[src/rtl/lhq_pkg.sv]
// Shared widths and constants for the log-hop audio quantizer.
// No dependencies; imported by every module of the block.
package lhq_pkg;

  localparam int SAMPLE_W   = 16;
  localparam int STEP_W     = 8;
  localparam int CFG_W      = 16;
  localparam int FRAC_W     = 12;
  localparam int QUOT_W     = 16;
  // cube root input: gain * quotient below 2^20, shifted up by 3F - 8 bits
  localparam int ROOT_IN_W  = 20;
  localparam int ROOT_SHIFT = 3 * FRAC_W - 8;
  localparam int ROOT_ARG_W = ROOT_IN_W + ROOT_SHIFT;
  localparam int ROOT_W     = ROOT_ARG_W / 3;
  localparam int RATIO_W    = 16;
  localparam int MUL_A_W    = 40;
  localparam int PROD_W     = MUL_A_W + RATIO_W;
  localparam int OFF_W      = 21;

  localparam logic [SAMPLE_W-1:0] MIDPOINT = {1'b0, {(SAMPLE_W-1){1'b1}}};

  localparam logic [3:0] HOP_ZERO = 4'd4;
  localparam logic [3:0] HOP_POS1 = 4'd5;
  localparam logic [3:0] HOP_NEG1 = 4'd3;
  localparam logic [3:0] HOP_MAX  = 4'd8;

  localparam logic [2:0] REG_INITIAL_STEP  = 3'd0;
  localparam logic [2:0] REG_MINIMUM_STEP  = 3'd1;
  localparam logic [2:0] REG_MAXIMUM_STEP  = 3'd2;
  localparam logic [2:0] REG_RANGE_GAIN    = 3'd3;
  localparam logic [2:0] REG_RATIO_CEILING = 3'd4;
  localparam logic [2:0] REG_RATIO_FLOOR   = 3'd5;
  localparam logic [2:0] REG_LOW_LIMIT     = 3'd6;
  localparam logic [2:0] REG_HIGH_LIMIT    = 3'd7;

endpackage

[src/rtl/lhq_div.sv]
// Restoring divider, one quotient bit per cycle: distance / step.
// Depends on lhq_pkg.
module lhq_div import lhq_pkg::*; (
  input  logic              clk,
  input  logic              rst,
  input  logic              start,
  input  logic [QUOT_W-1:0] dividend,
  input  logic [STEP_W-1:0] divisor,
  output logic              done,
  output logic [QUOT_W-1:0] quotient
);

  logic                busy;
  logic [3:0]          count;
  logic [STEP_W-1:0]   dvs;
  logic [STEP_W-1:0]   rem;
  logic [QUOT_W-1:0]   dvd;
  logic [STEP_W:0]     trial;
  logic                fits;

  assign trial = {rem, dvd[QUOT_W-1]};
  assign fits  = trial >= {1'b0, dvs};

  always_ff @(posedge clk) begin
    if (rst) begin
      busy <= 1'b0;
      done <= 1'b0;
      count <= '0;
    end else begin
      done <= 1'b0;
      if (start) begin
        busy <= 1'b1;
        count <= 4'd15;
        dvd <= dividend;
        dvs <= divisor;
        rem <= '0;
      end else if (busy) begin
        rem <= fits ? STEP_W'(trial - {1'b0, dvs}) : trial[STEP_W-1:0];
        dvd <= {dvd[QUOT_W-2:0], fits};
        count <= count - 4'd1;
        if (count == 4'd0) begin
          busy <= 1'b0;
          done <= 1'b1;
        end
      end
    end
  end

  // quotient bits collect in the dividend register as it empties
  assign quotient = dvd;

endmodule

[src/rtl/lhq_cbrt.sv]
// Digit-by-digit integer cube root, one result bit (three argument bits)
// per cycle, with y and y^2 kept incrementally. Depends on lhq_pkg.
module lhq_cbrt import lhq_pkg::*; (
  input  logic                 clk,
  input  logic                 rst,
  input  logic                 start,
  input  logic [ROOT_IN_W-1:0] x,
  output logic                 done,
  output logic [ROOT_W-1:0]    root
);

  localparam int REM_W = 38;
  localparam int Y2_W  = 2 * ROOT_W;
  localparam int B_W   = Y2_W + 4;

  logic                  busy;
  logic [3:0]            count;
  logic [ROOT_ARG_W-1:0] arg;
  logic [REM_W-1:0]      rem;
  logic [ROOT_W-1:0]     y;
  logic [Y2_W-1:0]       y2;
  logic [REM_W-1:0]      rem_s;
  logic [B_W-1:0]        base;
  logic [B_W-1:0]        bval;
  logic                  fits;

  always_comb begin
    rem_s = {rem[REM_W-4:0], arg[ROOT_ARG_W-1 -: 3]};
    base  = {y2, 2'b00} + {{(B_W-ROOT_W-1){1'b0}}, y, 1'b0};
    bval  = base + {base[B_W-2:0], 1'b0} + B_W'(1);
    fits  = rem_s >= REM_W'(bval);
  end

  always_ff @(posedge clk) begin
    if (rst) begin
      busy <= 1'b0;
      done <= 1'b0;
      count <= '0;
    end else begin
      done <= 1'b0;
      if (start) begin
        busy <= 1'b1;
        count <= 4'(ROOT_W - 1);
        arg <= {x, {ROOT_SHIFT{1'b0}}};
        rem <= '0;
        y <= '0;
        y2 <= '0;
      end else if (busy) begin
        arg <= {arg[ROOT_ARG_W-4:0], 3'b000};
        if (fits) begin
          rem <= rem_s - REM_W'(bval);
          y   <= {y[ROOT_W-2:0], 1'b1};
          // (2y+1)^2 = 4y^2 + 4y + 1
          y2  <= Y2_W'({y2, 2'b00} + {y, 2'b00} + Y2_W'(1));
        end else begin
          rem <= rem_s;
          y   <= {y[ROOT_W-2:0], 1'b0};
          y2  <= {y2[Y2_W-3:0], 2'b00};
        end
        count <= count - 4'd1;
        if (count == 4'd0) begin
          busy <= 1'b0;
          done <= 1'b1;
        end
      end
    end
  end

  assign root = y;

endmodule

[src/rtl/lhq_mul.sv]
// Shift-add multiplier, one ratio bit per cycle: product = a * ratio.
// Depends on lhq_pkg.
module lhq_mul import lhq_pkg::*; (
  input  logic               clk,
  input  logic               rst,
  input  logic               start,
  input  logic [MUL_A_W-1:0] a,
  input  logic [RATIO_W-1:0] b,
  output logic               done,
  output logic [PROD_W-1:0]  product
);

  logic               busy;
  logic [3:0]         count;
  logic [PROD_W-1:0]  mcand;
  logic [RATIO_W-1:0] mplier;
  logic [PROD_W-1:0]  acc;

  always_ff @(posedge clk) begin
    if (rst) begin
      busy <= 1'b0;
      done <= 1'b0;
      count <= '0;
    end else begin
      done <= 1'b0;
      if (start) begin
        busy <= 1'b1;
        count <= 4'(RATIO_W - 1);
        mcand <= PROD_W'(a);
        mplier <= b;
        acc <= '0;
      end else if (busy) begin
        if (mplier[0]) acc <= acc + mcand;
        mcand <= {mcand[PROD_W-2:0], 1'b0};
        mplier <= {1'b0, mplier[RATIO_W-1:1]};
        count <= count - 4'd1;
        if (count == 4'd0) begin
          busy <= 1'b0;
          done <= 1'b1;
        end
      end
    end
  end

  assign product = acc;

endmodule

[src/rtl/log_hop_audio_quantizer.sv]
// Log-hop audio quantizer top level: control sequencer, state, config.
// Depends on lhq_pkg, lhq_div, lhq_cbrt, lhq_mul.
//
// Input channel (in_valid/in_ready, sample, last_sample) takes one sample
// at a time; output channel (out_valid/out_ready, hop_symbol,
// quantized_value, end_of_signal) returns one result per sample.
// Configuration writes use cfg_valid/cfg_ready with cfg_index/cfg_data and
// are taken every cycle; write them only while the block is idle.
// A sample whose error stays within half a step, or whose first hop would
// leave the sample range or does not help, ends after that first hop.
// Otherwise the distance division, the cube root of the hop ratio and one
// serial multiply per further hop follow, handled by the serial divider,
// cube root unit and ratio multiplier.
// Reset restores register defaults and starts a new signal (midpoint
// prediction, initial step). A stalled receiver holds the finished result
// in the output register; the next sample is accepted and worked on, and
// waits at its end until the register frees.
module log_hop_audio_quantizer import lhq_pkg::*; (
  input  logic                clk,
  input  logic                rst,
  input  logic                in_valid,
  output logic                in_ready,
  input  logic [SAMPLE_W-1:0] sample,
  input  logic                last_sample,
  output logic                out_valid,
  input  logic                out_ready,
  output logic [3:0]          hop_symbol,
  output logic [SAMPLE_W-1:0] quantized_value,
  output logic                end_of_signal,
  input  logic                cfg_valid,
  output logic                cfg_ready,
  input  logic [2:0]          cfg_index,
  input  logic [CFG_W-1:0]    cfg_data
);

  typedef enum logic [10:0] {
    S_IDLE    = 11'b00000000001,
    S_HOP1    = 11'b00000000010,
    S_DIV     = 11'b00000000100,
    S_GAIN    = 11'b00000001000,
    S_ROOT_GO = 11'b00000010000,
    S_ROOT    = 11'b00000100000,
    S_CLAMP   = 11'b00001000000,
    S_MUL_GO  = 11'b00010000000,
    S_MUL     = 11'b00100000000,
    S_CAND    = 11'b01000000000,
    S_FIN     = 11'b10000000000
  } state_t;

  function automatic logic [SAMPLE_W-1:0] clamp_lim(input logic signed [22:0] v,
                                                    input logic [SAMPLE_W-1:0] lo,
                                                    input logic [SAMPLE_W-1:0] hi);
    logic [SAMPLE_W-1:0] res;
    if (v > $signed({7'b0, hi})) res = hi;
    else if (v < $signed({7'b0, lo})) res = lo;
    else res = v[SAMPLE_W-1:0];
    return res;
  endfunction

  state_t state;

  // configuration registers
  logic [STEP_W-1:0]   initial_step, minimum_step, maximum_step;
  logic [CFG_W-1:0]    range_gain, ratio_ceiling, ratio_floor;
  logic [SAMPLE_W-1:0] low_limit, high_limit;

  // signal state
  logic [SAMPLE_W-1:0] previous_value;
  logic [STEP_W-1:0]   step_size;
  logic                previous_was_small;
  logic                signal_start;

  // per-sample work registers
  logic [SAMPLE_W-1:0] orig, pred, quantum;
  logic                last;
  logic [STEP_W-1:0]   step;
  logic [SAMPLE_W:0]   err;
  logic [3:0]          hop;
  logic                pos;
  logic [31:0]         gain_x;
  logic [RATIO_W:0]    r_raw;
  logic [RATIO_W-1:0]  ratio;
  logic [1:0]          k;
  logic [PROD_W-1:0]   prod;

  // unit handshakes
  logic                div_start, div_done;
  logic [QUOT_W-1:0]   div_q;
  logic                root_start, root_done;
  logic [ROOT_W-1:0]   root_y;
  logic                mul_start, mul_done;
  logic [PROD_W-1:0]   mul_p;

  // hop 1 evaluation
  logic [SAMPLE_W:0]   err0, cerr1, cand1;
  logic                pos0, ok1, take1;
  logic [SAMPLE_W:0]   dist_s;
  logic [SAMPLE_W-1:0] hop_dist;

  // hops 2..4
  logic [PROD_W:0]     rsum;
  logic [PROD_W:0]     off_w;
  logic [OFF_W-1:0]    off;
  logic signed [22:0]  cand_v;
  logic [SAMPLE_W-1:0] cand_c;
  logic [SAMPLE_W:0]   cerr;
  logic                small_hop;

  logic                in_xfer, out_load;

  assign in_ready  = (state == S_IDLE);
  assign in_xfer   = in_valid && in_ready;
  assign cfg_ready = 1'b1;
  assign out_load  = (state == S_FIN) && (!out_valid || out_ready);

  always_comb begin
    pos0  = orig >= pred;
    err0  = pos0 ? {1'b0, orig} - {1'b0, pred} : {1'b0, pred} - {1'b0, orig};
    ok1   = pos0 ? ({1'b0, pred} + {9'b0, step} <= {1'b0, {SAMPLE_W{1'b1}}})
                 : (pred >= {8'b0, step});
    cand1 = pos0 ? {1'b0, pred} + {9'b0, step} : {1'b0, pred} - {9'b0, step};
    cerr1 = (cand1 >= {1'b0, orig}) ? cand1 - {1'b0, orig} : {1'b0, orig} - cand1;
    take1 = (err0 > {10'b0, step[STEP_W-1:1]}) && ok1 && (cerr1 < err0);
    dist_s = pos0 ? {1'b0, high_limit} - {1'b0, pred} : {1'b0, pred} - {1'b0, low_limit};
    hop_dist = dist_s[SAMPLE_W] ? '0 : dist_s[SAMPLE_W-1:0];
  end

  always_comb begin
    // round half up, shift by k fraction widths
    case (k)
      2'd1: begin
        rsum  = {1'b0, prod} + ((PROD_W+1)'(1) << (FRAC_W - 1));
        off_w = rsum >> FRAC_W;
      end
      2'd2: begin
        rsum  = {1'b0, prod} + ((PROD_W+1)'(1) << (2*FRAC_W - 1));
        off_w = rsum >> (2*FRAC_W);
      end
      default: begin
        rsum  = {1'b0, prod} + ((PROD_W+1)'(1) << (3*FRAC_W - 1));
        off_w = rsum >> (3*FRAC_W);
      end
    endcase
    off    = off_w[OFF_W-1:0];
    cand_v = pos ? $signed({7'b0, pred}) + $signed({2'b0, off})
                 : $signed({7'b0, pred}) - $signed({2'b0, off});
    cand_c = clamp_lim(cand_v, low_limit, high_limit);
    cerr   = (cand_c >= orig) ? {1'b0, cand_c} - {1'b0, orig}
                              : {1'b0, orig} - {1'b0, cand_c};
    small_hop = (hop >= HOP_NEG1) && (hop <= HOP_POS1);
  end

  assign div_start  = (state == S_HOP1) && take1;
  assign root_start = (state == S_ROOT_GO) && (gain_x[31:ROOT_IN_W] == '0);
  assign mul_start  = (state == S_MUL_GO);

  lhq_div u_div (
    .clk      (clk),
    .rst      (rst),
    .start    (div_start),
    .dividend (hop_dist),
    .divisor  (step),
    .done     (div_done),
    .quotient (div_q)
  );

  lhq_cbrt u_cbrt (
    .clk   (clk),
    .rst   (rst),
    .start (root_start),
    .x     (gain_x[ROOT_IN_W-1:0]),
    .done  (root_done),
    .root  (root_y)
  );

  lhq_mul u_mul (
    .clk     (clk),
    .rst     (rst),
    .start   (mul_start),
    .a       ((k == 2'd1) ? MUL_A_W'(step) : prod[MUL_A_W-1:0]),
    .b       (ratio),
    .done    (mul_done),
    .product (mul_p)
  );

  always_ff @(posedge clk) begin
    if (rst) begin
      state <= S_IDLE;
      initial_step <= 8'd16;
      minimum_step <= 8'd4;
      maximum_step <= 8'd16;
      range_gain <= 16'd256;
      ratio_ceiling <= 16'd12288;
      ratio_floor <= 16'd4096;
      low_limit <= '0;
      high_limit <= '1;
      previous_value <= MIDPOINT;
      step_size <= 8'd16;
      previous_was_small <= 1'b1;
      signal_start <= 1'b1;
      out_valid <= 1'b0;
    end else begin
      if (cfg_valid && cfg_ready) begin
        unique case (cfg_index)
          REG_INITIAL_STEP:  initial_step <= cfg_data[STEP_W-1:0];
          REG_MINIMUM_STEP:  minimum_step <= cfg_data[STEP_W-1:0];
          REG_MAXIMUM_STEP:  maximum_step <= cfg_data[STEP_W-1:0];
          REG_RANGE_GAIN:    range_gain <= cfg_data;
          REG_RATIO_CEILING: ratio_ceiling <= cfg_data;
          REG_RATIO_FLOOR:   ratio_floor <= cfg_data;
          REG_LOW_LIMIT:     low_limit <= cfg_data;
          REG_HIGH_LIMIT:    high_limit <= cfg_data;
          default: ;
        endcase
      end

      if (out_load) out_valid <= 1'b1;
      else if (out_valid && out_ready) out_valid <= 1'b0;

      unique case (state)
        S_IDLE: begin
          if (in_xfer) begin
            orig <= sample;
            last <= last_sample;
            step <= signal_start ? initial_step : step_size;
            pred <= signal_start ? MIDPOINT : previous_value;
            state <= S_HOP1;
          end
        end
        S_HOP1: begin
          pos <= pos0;
          if (take1) begin
            hop <= pos0 ? HOP_POS1 : HOP_NEG1;
            quantum <= cand1[SAMPLE_W-1:0];
            err <= cerr1;
            state <= S_DIV;
          end else begin
            hop <= HOP_ZERO;
            quantum <= pred;
            state <= S_FIN;
          end
        end
        S_DIV: begin
          if (div_done) begin
            gain_x <= range_gain * div_q;
            state <= S_GAIN;
          end
        end
        S_GAIN: state <= S_ROOT_GO;
        S_ROOT_GO: begin
          if (gain_x[31:ROOT_IN_W] != '0) begin
            r_raw <= {1'b1, {RATIO_W{1'b0}}};
            state <= S_CLAMP;
          end else begin
            state <= S_ROOT;
          end
        end
        S_ROOT: begin
          if (root_done) begin
            r_raw <= (RATIO_W+1)'(root_y);
            state <= S_CLAMP;
          end
        end
        S_CLAMP: begin
          if (r_raw > {1'b0, ratio_ceiling}) ratio <= ratio_ceiling;
          else if (r_raw < {1'b0, ratio_floor}) ratio <= ratio_floor;
          else ratio <= r_raw[RATIO_W-1:0];
          k <= 2'd1;
          state <= S_MUL_GO;
        end
        S_MUL_GO: state <= S_MUL;
        S_MUL: begin
          if (mul_done) begin
            prod <= mul_p;
            state <= S_CAND;
          end
        end
        S_CAND: begin
          if (cerr >= err) begin
            state <= S_FIN;
          end else begin
            hop <= pos ? hop + 4'd1 : hop - 4'd1;
            quantum <= cand_c;
            err <= cerr;
            if (k == 2'd3) begin
              state <= S_FIN;
            end else begin
              k <= k + 2'd1;
              state <= S_MUL_GO;
            end
          end
        end
        S_FIN: begin
          if (out_load) begin
            hop_symbol <= hop;
            quantized_value <= clamp_lim($signed({7'b0, quantum}), low_limit, high_limit);
            end_of_signal <= last;
            if (last) begin
              previous_value <= MIDPOINT;
              step_size <= initial_step;
              previous_was_small <= 1'b1;
              signal_start <= 1'b1;
            end else begin
              step_size <= (small_hop && previous_was_small && step > minimum_step)
                           ? step - 8'd1 : maximum_step;
              previous_was_small <= small_hop;
              previous_value <= clamp_lim($signed({7'b0, quantum}), low_limit, high_limit);
              signal_start <= 1'b0;
            end
            state <= S_IDLE;
          end
        end
        default: state <= S_IDLE;
      endcase
    end
  end

  a_hop_range: assert property (@(posedge clk) disable iff (rst)
    out_valid |-> hop_symbol <= HOP_MAX)
    else $error("hop symbol out of range");

  a_div_owner: assert property (@(posedge clk) disable iff (rst)
    div_done |-> state == S_DIV)
    else $error("divider finished outside its wait state");

  a_root_owner: assert property (@(posedge clk) disable iff (rst)
    root_done |-> state == S_ROOT)
    else $error("cube root finished outside its wait state");

  a_accept_next: assert property (@(posedge clk) disable iff (rst)
    in_xfer |=> state == S_HOP1)
    else $error("accepted sample did not start evaluation");

endmodule
[config.mk]
export PLATFORM = sky130hd
export DESIGN_NAME = log_hop_audio_quantizer
export DESIGN_NICKNAME = d
export VERILOG_FILES = /design/src/rtl/lhq_pkg.sv /design/src/rtl/lhq_div.sv /design/src/rtl/lhq_cbrt.sv /design/src/rtl/lhq_mul.sv /design/src/rtl/log_hop_audio_quantizer.sv
export SDC_FILE = /design/constraint.sdc
export NUM_CORES = 2
export LEC_CHECK = 0
export BUFFER_PORTS_ARGS = -buffer_cell sky130_fd_sc_hd__clkbuf_2
export CAP_MARGIN = 20
export CORE_MARGIN = 2
export CORE_UTILIZATION = 50
export CTS_BUF_LIST = sky130_fd_sc_hd__clkbuf_4
export DETAILED_ROUTE_END_ITERATION = 10
export GPL_TIMING_DRIVEN = 1
export HOLD_SLACK_MARGIN = 0.02
export PLACE_DENSITY = 0.68
export SKIP_CTS_REPAIR_TIMING = 1
export SYNTH_ARGS = -nofsm -noshare
export SYNTH_HDL_FRONTEND = slang
export SYNTH_SLANG_ARGS = --single-unit
[constraint.sdc]
create_clock -name clk -period 12.5 [get_ports clk]
set_input_delay 1.25 -clock clk [delete_from_list [all_inputs] [get_ports clk]]
set_output_delay 1.25 -clock clk [all_outputs]
set_load 0.01 [all_outputs]
-- After elaboration in Yosys (flattened, before gate mapping)
Index checks and enable logic that the tools add are counted.
- input bits: 41
- register bits after elaboration: 671
- word-level logic and storage cells: 276
- output and inout bits: 24
- $lt $le $gt $ge: 19
- muxes and demuxes: 87
- $add $sub $neg: 30
- equal/unequal tests: 30
- multipliers: 1
- reduce and logical (&&, ||, !) cells: 54
- bitwise gates (word level): 4
- operators with widths (operator ; number):
    $mux W16 ; 15
    $mux W56 ; 3
    $mux W17 ; 9
    $pmux W11 S11 ; 1
    $sub A16 B16 Y17 ; 6
    $mux W48 ; 2
    $mux W11 ; 8
    $mux W40 ; 2
    $mux W35 ; 2
    $pmux W17 S2 ; 2
    $mux W32 ; 2
    $add A56 B36 Y57 const B ; 1
    $add A56 B56 Y56 ; 1
    $add A45 B24 Y45 const B ; 1
    $pmux W21 S2 ; 1
    $mux W8 ; 5
    $ge A38 B36 Y1 ; 1
    $add A36 B1 Y36 const B ; 1
    $add A36 B36 Y36 ; 1
    $add A34 B17 Y35 ; 1
    $sub A35 B35 Y35 ; 1
    $add A33 B12 Y33 const B ; 1
    $add A32 B1 Y32 const B ; 1
    $add A32 B18 Y32 ; 1
    other kinds (70) ; 156

-- Logic depth before layout (Yosys ltp)
- word-level depth: 12
- gate-level depth with buffers: 57
- gate-level depth less buffers: 52

-- Cells and area by module
A second synthesis with hierarchy kept.
- cell total of the unflattened synthesis: 6165
- area total of the unflattened synthesis: 56576.8 µm²
- modules (own cells, without submodules) (module ; area an instance (µm²) ; instances ; seq. area each (µm²) ; cells an instance):
    log_hop_audio_quantizer ; 36633.9 ; 1 ; 9539.1 ; 4160
    lhq_cbrt ; 9684.3 ; 1 ; 3183.1 ; 1072
    lhq_mul ; 8363.0 ; 1 ; 3963.8 ; 781
    lhq_div ; 1895.6 ; 1 ; 1081.0 ; 152

-- Least setup slack after synthesis
No wires, ideal clock.
- path kind: reg2reg
- start point: register k[0]
- end point: register err[0], enable pin
- arrival time: 12.261 ns
- clock period less this slack: 12.636 ns
- slack: -0.136 ns
- stages on the path, launching flop included: 52
- required time: 12.125 ns
- path buffers: 5
- setup time: 0.375 ns
- path through: edfxtp_1 -> inv_1 -> ha_1 -> buf_6 -> buf_6 -> a221oi_2 -> nor2_1 -> ha_1 -> xor2_1 -> inv_1 -> fa_1 -> nand2b_1 -> a21oi_1 -> o31ai_1 -> a41oi_1 -> a21oi_1 -> o311ai_0 -> a21oi_1 -> (+16 left out) -> o31ai_1 -> a21oi_1 -> nand2_1 -> clkbuf_1 -> mux2i_1 -> ha_1 -> nor2b_1 -> o21a_1 -> o21a_1 -> o21a_1 -> o21a_1 -> o21ai_0 -> a21oi_1 -> or3_1 -> a31oi_1 -> o2111ai_1 -> a211oi_1 -> and2_1
- cells in the longest elaborated chain, start to end: 12
- elaborated cells on any way between the ends: 17
- those cells by class: add/sub: 4; order compare: 4; eq/ne: 3; mux: 5; reduce/logical: 1
- ends and longest elaborated chain (element ; RTL line ; RTL):
    start, declared ; log_hop_audio_quantizer.sv:83 ; logic [1:0] k;
    start signal, assigned ; log_hop_audio_quantizer.sv:288 ; k <= k + 2'd1;
    $eq A2 B2 Y1 or $eq A2 B1 Y1 (tied branches) ; -- ;
    $pmux W21 S2 * ; log_hop_audio_quantizer.sv:130 ; case (k)
    $sub A16 B21 Y22 or $add A16 B21 Y22 (tied branches) ; log_hop_audio_quantizer.sv:146, log_hop_audio_quantizer.sv:145 ;
    $mux W23 * ; log_hop_audio_quantizer.sv:145 ; cand_v = pos ? $signed({7'b0, pred}) + $signed({2'b0, off})
    $lt A23 B17 Y1 ; log_hop_audio_quantizer.sv:55 ; else if (v < $signed({7'b0, lo})) res = lo;
    $mux W16 ; log_hop_audio_quantizer.sv:55 ;
    $mux W16 * ; log_hop_audio_quantizer.sv:54 ; if (v > $signed({7'b0, hi})) res = hi;
    $sub A16 B16 Y17 (tied with other cells) ; log_hop_audio_quantizer.sv:149 ; : {1'b0, orig} - {1'b0, cand_c};
    $mux W17 * ; log_hop_audio_quantizer.sv:148 ; cerr = (cand_c >= orig) ? {1'b0, cand_c} - {1'b0, orig}
    $ge A17 B17 Y1 * ; log_hop_audio_quantizer.sv:279 ; if (cerr >= err) begin
    $ne A2 B2 Y1 (no line) * ; -- ;
    $reduce_and A4 Y1 (no line) * ; -- ;
    end signal, assigned ; log_hop_audio_quantizer.sv:235 ; err <= cerr1;
    end signal, assigned ; log_hop_audio_quantizer.sv:284 ; err <= cerr;
    end, declared ; log_hop_audio_quantizer.sv:77 ; logic [SAMPLE_W:0] err;
Every way passes the cells marked *; elsewhere a longest branch is shown, timed or not.
A chain may end at the register's enable or synchronous reset.

-- Worst setup path after layout
Ends and elaborated chain as after synthesis.

==> summary.md <==
| Metric | Value |
|---|---|
| Synth warn | `0` |
| Largest net degree at the start of global routing | `85` |
| Total core area | `0.111 mm2` |
| Design Power | `0.00523 W` |
| Fin crit period | `11.79 ns` |
| Die extent in x | `338 um` |
| Share of cells above drive strength 1 | `0.0991` |
| Vias in the first global route | `45216` |
| Initial Util | `0.504` |
| Nets | `7083` |
| Hold_sp | `sample[11]` |
| CTS buffer count | `182` |
| Clk_lat worst skew | `1.17 ns` |
| Die area | `0.114 mm2` |
| Worst r2r src | `k[0]` |
| Setup Skew | `0.116 ns` |
| Syn Nets | `6987` |
| Max cap viols | `0` |
| Met1 Track Usage GR | `0.383` |
| Reg2reg end | `err[0]` |
| Synth Register Bits | `645` |
| Hold_ws | `0.258 ns` |
| Final WL | `171000 um` |
| DRT iter0 DRCs | `3575` |
| Pwr Density | `86.8 mW/mm2` |
| Leading cell types by total area after synthesis | `edfxtp_1, ha_1, fa_1` |
| Total congestion overflow | `0` |
| Via-to-Cell Ratio | `5.89` |
| Vias post-DR | `46370` |
| Tot GR Track Use | `0.299` |
| Antenna-violating nets left | `0` |
| CP Capture Type | `register` |
| Seq/Total Area, Yosys | `0.319` |
| Fin crit share | `0.943` |
| CTS tree | `yes` |
| Crit. Startpoint | `k[0]` |
| Lkg Pwr | `26.4 nW` |
| Grt met2 use | `0.481` |
| Crit path required time | `13.34 ns` |
| Routed wire length per instance | `21.7 um` |
| Clk sinks | `645` |
| Max VDD drop | `0.0000722 V` |
| Ys async rst share | `0` |
| Slew HR | `0.234` |
| Distinct cells, synth | `102` |
| CP Launch Type | `register` |
| Arr. time, crit path | `12.63 ns` |
| Critical Path Max Stage Delay | `0.50 ns` |
| Area Overhead vs Synth | `8.11%` |
| Worst setup path category | `reg -> reg` |
| Port buffer count | `63` |
| Crit path top cell by count | `a21oi_1` |
| EDFF count, synth | `485` |
| CTS Buffer Depth | `3` |
| Fmax | `0.0848 GHz` |
| I/O pin count | `65` |
| DRC | `0` |
| Area share of the largest cell type after synthesis | `0.262` |
| CTS H-Tree Depth | `4` |
| First-pass GRT wire length | `262000 um` |
| RePlAce Congestion | `0.994` |
| Slowest cell on crit path | `ha_1` |
| Initial antenna violation count | `5` |
| Std-Cell Rows | `122` |
| Crit path max fanout | `17` |
| Worst Hold End | `orig[11]` |
| Outcome | `finished, final reports clean` |
| Pins Over Slew Limit | `0` |
| Height of the die | `338 um` |
| Fill cells | `10207` |
| Post-DP HPWL | `128000 um` |
| Hold depth | `1` |
| Synth Area per Inst | `9.08 um2` |
| Most used DFF post-synth | `edfxtp_1` |
| Setup violations, final | `0` |
| Gr busiest metal | `met2` |
| Hold Path Class | `in -> reg` |
| Cell chosen for the clock root | `clkbuf_4` |
| Mapped cell area | `0.0557 mm2` |
| DRT Pass-1 Iters | `6` |
| Worst-Margin Slew | `1.15 ns` |
| Util after Layout | `0.545` |
| Endpoints failing hold | `0` |
| Gate Count Post-Synth | `6135` |
| CTS clock-pin slew for the worst setup and hold paths | `0.08 ns` |
| Met3 Use GR | `0.0542` |
| Reg2reg setup slack | `0.71 ns` |
| Cells on worst reg2reg path | `48` |
| Post-synth top area cell | `edfxtp_1` |
## cell usage in the layout (no fill, tap or decap), types with 95 or more instances in the layout
master    instances
edfxtp_1        485
nand2_1         872
clkbuf_4        261
dfxtp_1         160
ha_1            598
o21ai_0         207
nor2_1          360
inv_1           510
and2_1          151
nand3_1         105
buf_4            95
mux2i_1         114
a21o_1          188
a21oi_1         502
xnor2_1         190
fa_1            211
xor2_1          116
## cell usage after synthesis (32+ instances only)
cell / number
xnor2_1: 195
o211ai_1: 47
nand2_1: 872
mux2i_1: 115
o21ai_0: 209
a21o_1: 188
xor2_1: 116
nand3b_1: 42
nand4_1: 62
edfxtp_1: 485
a211oi_1: 46
clkbuf_1: 197
a221oi_1: 39
nor2_1: 366
fa_1: 211
nor2b_1: 70
nand3_1: 105
inv_1: 510
or2_2: 39
and3_1: 60
nand2b_1: 61
o21a_1: 68
nor3_1: 79
a21oi_1: 507
and2_1: 152
dfxtp_1: 160
o21bai_1: 49
or3_1: 32
ha_1: 600
mux2_2: 40
## power by group
group          internal (W)  total (W)  switching (W)
sequential          0.00231    0.00235      0.0000348
clock              0.000982    0.00201        0.00102
combinational      0.000334   0.000872       0.000538
## area by class of cell
cell class,instances,area (um2),area share
Sequential cell,645,17800,0.295
Clock inverter,72,384,0.00638
Inverter,511,1920,0.0319
Multi-Input combinational cell,4727,35200,0.584
Timing Repair Buffer,164,1140,0.0189
Clock buffer,261,1960,0.0326
Tap cell,1488,1860,0.0309
Antenna cell,3,7.51,0.000125
## flip-flops by register name, indices dropped and copies added (netlist names), 17 cells and up
register / count
u_cbrt.arg: 20
err: 17
u_mul.mcand: 56
r_raw: 17
u_mul.product: 56
gain_x: 32
u_cbrt.y2: 31
u_cbrt.rem: 35
prod: 56
## worst max-delay path, delay by kind of cell (launching register included)
kind                       cells  cell delay (ns)
AOI/OAI and AO/OA             24             4.78
adders and majority gates      6             2.11
and+or+nand+nor                9             1.83
muxes                          3             1.01
xor gates and xnor gates       2             0.61
buffers and inverters          4             0.61
DFF                            1             0.46
## cell families (layout without fill, tap and decap cells)
group | after synthesis | in the layout | synth area share
AOI/OAI and AO/OA | 1411 | 1411 | 0.164
xor gates and xnor gates | 311 | 311 | 0.0489
adders and majority gates | 811 | 811 | 0.211
buffers and inverters | 763 | 1008 | 0.0535
DFF | 645 | 645 | 0.319
muxes | 159 | 159 | 0.0298
other | 1 | 4 | 0.0000674
and+or+nand+nor | 2034 | 2034 | 0.174
## stage by stage
step                instances  setup TNS, ns  instance area [um2]  worst slack (ns)
detailed placement       7529              0                57700             0.405
global route             7871        -0.0304                60200          -0.00798
floorplan                6135              0                55700             0.564
finish                   7871              0                60200             0.713
global placement         7529              0                57700             0.531
CTS                      7862              0                60000             0.308
## metal layers
metal  wire [um]  share of wire
met3       11400          0.067
met1       72100           0.42
met5          43        0.00025
met4        9390          0.055
met2       78200           0.46
## worst max-delay path by stage
stage          endpoint  slack [ns]  depth (start not counted)
3_5_place_dp     err[5]        0.40                         50
5_1_grt         err[15]      -0.008                         48
3_3_place_gp     err[9]        0.53                         49
2_1_floorplan    err[0]        0.56                         51
4_1_cts         err[15]        0.31                         50
6_report         err[0]        0.71                         48
Note: power is estimated with default switching activity, not from simulation.
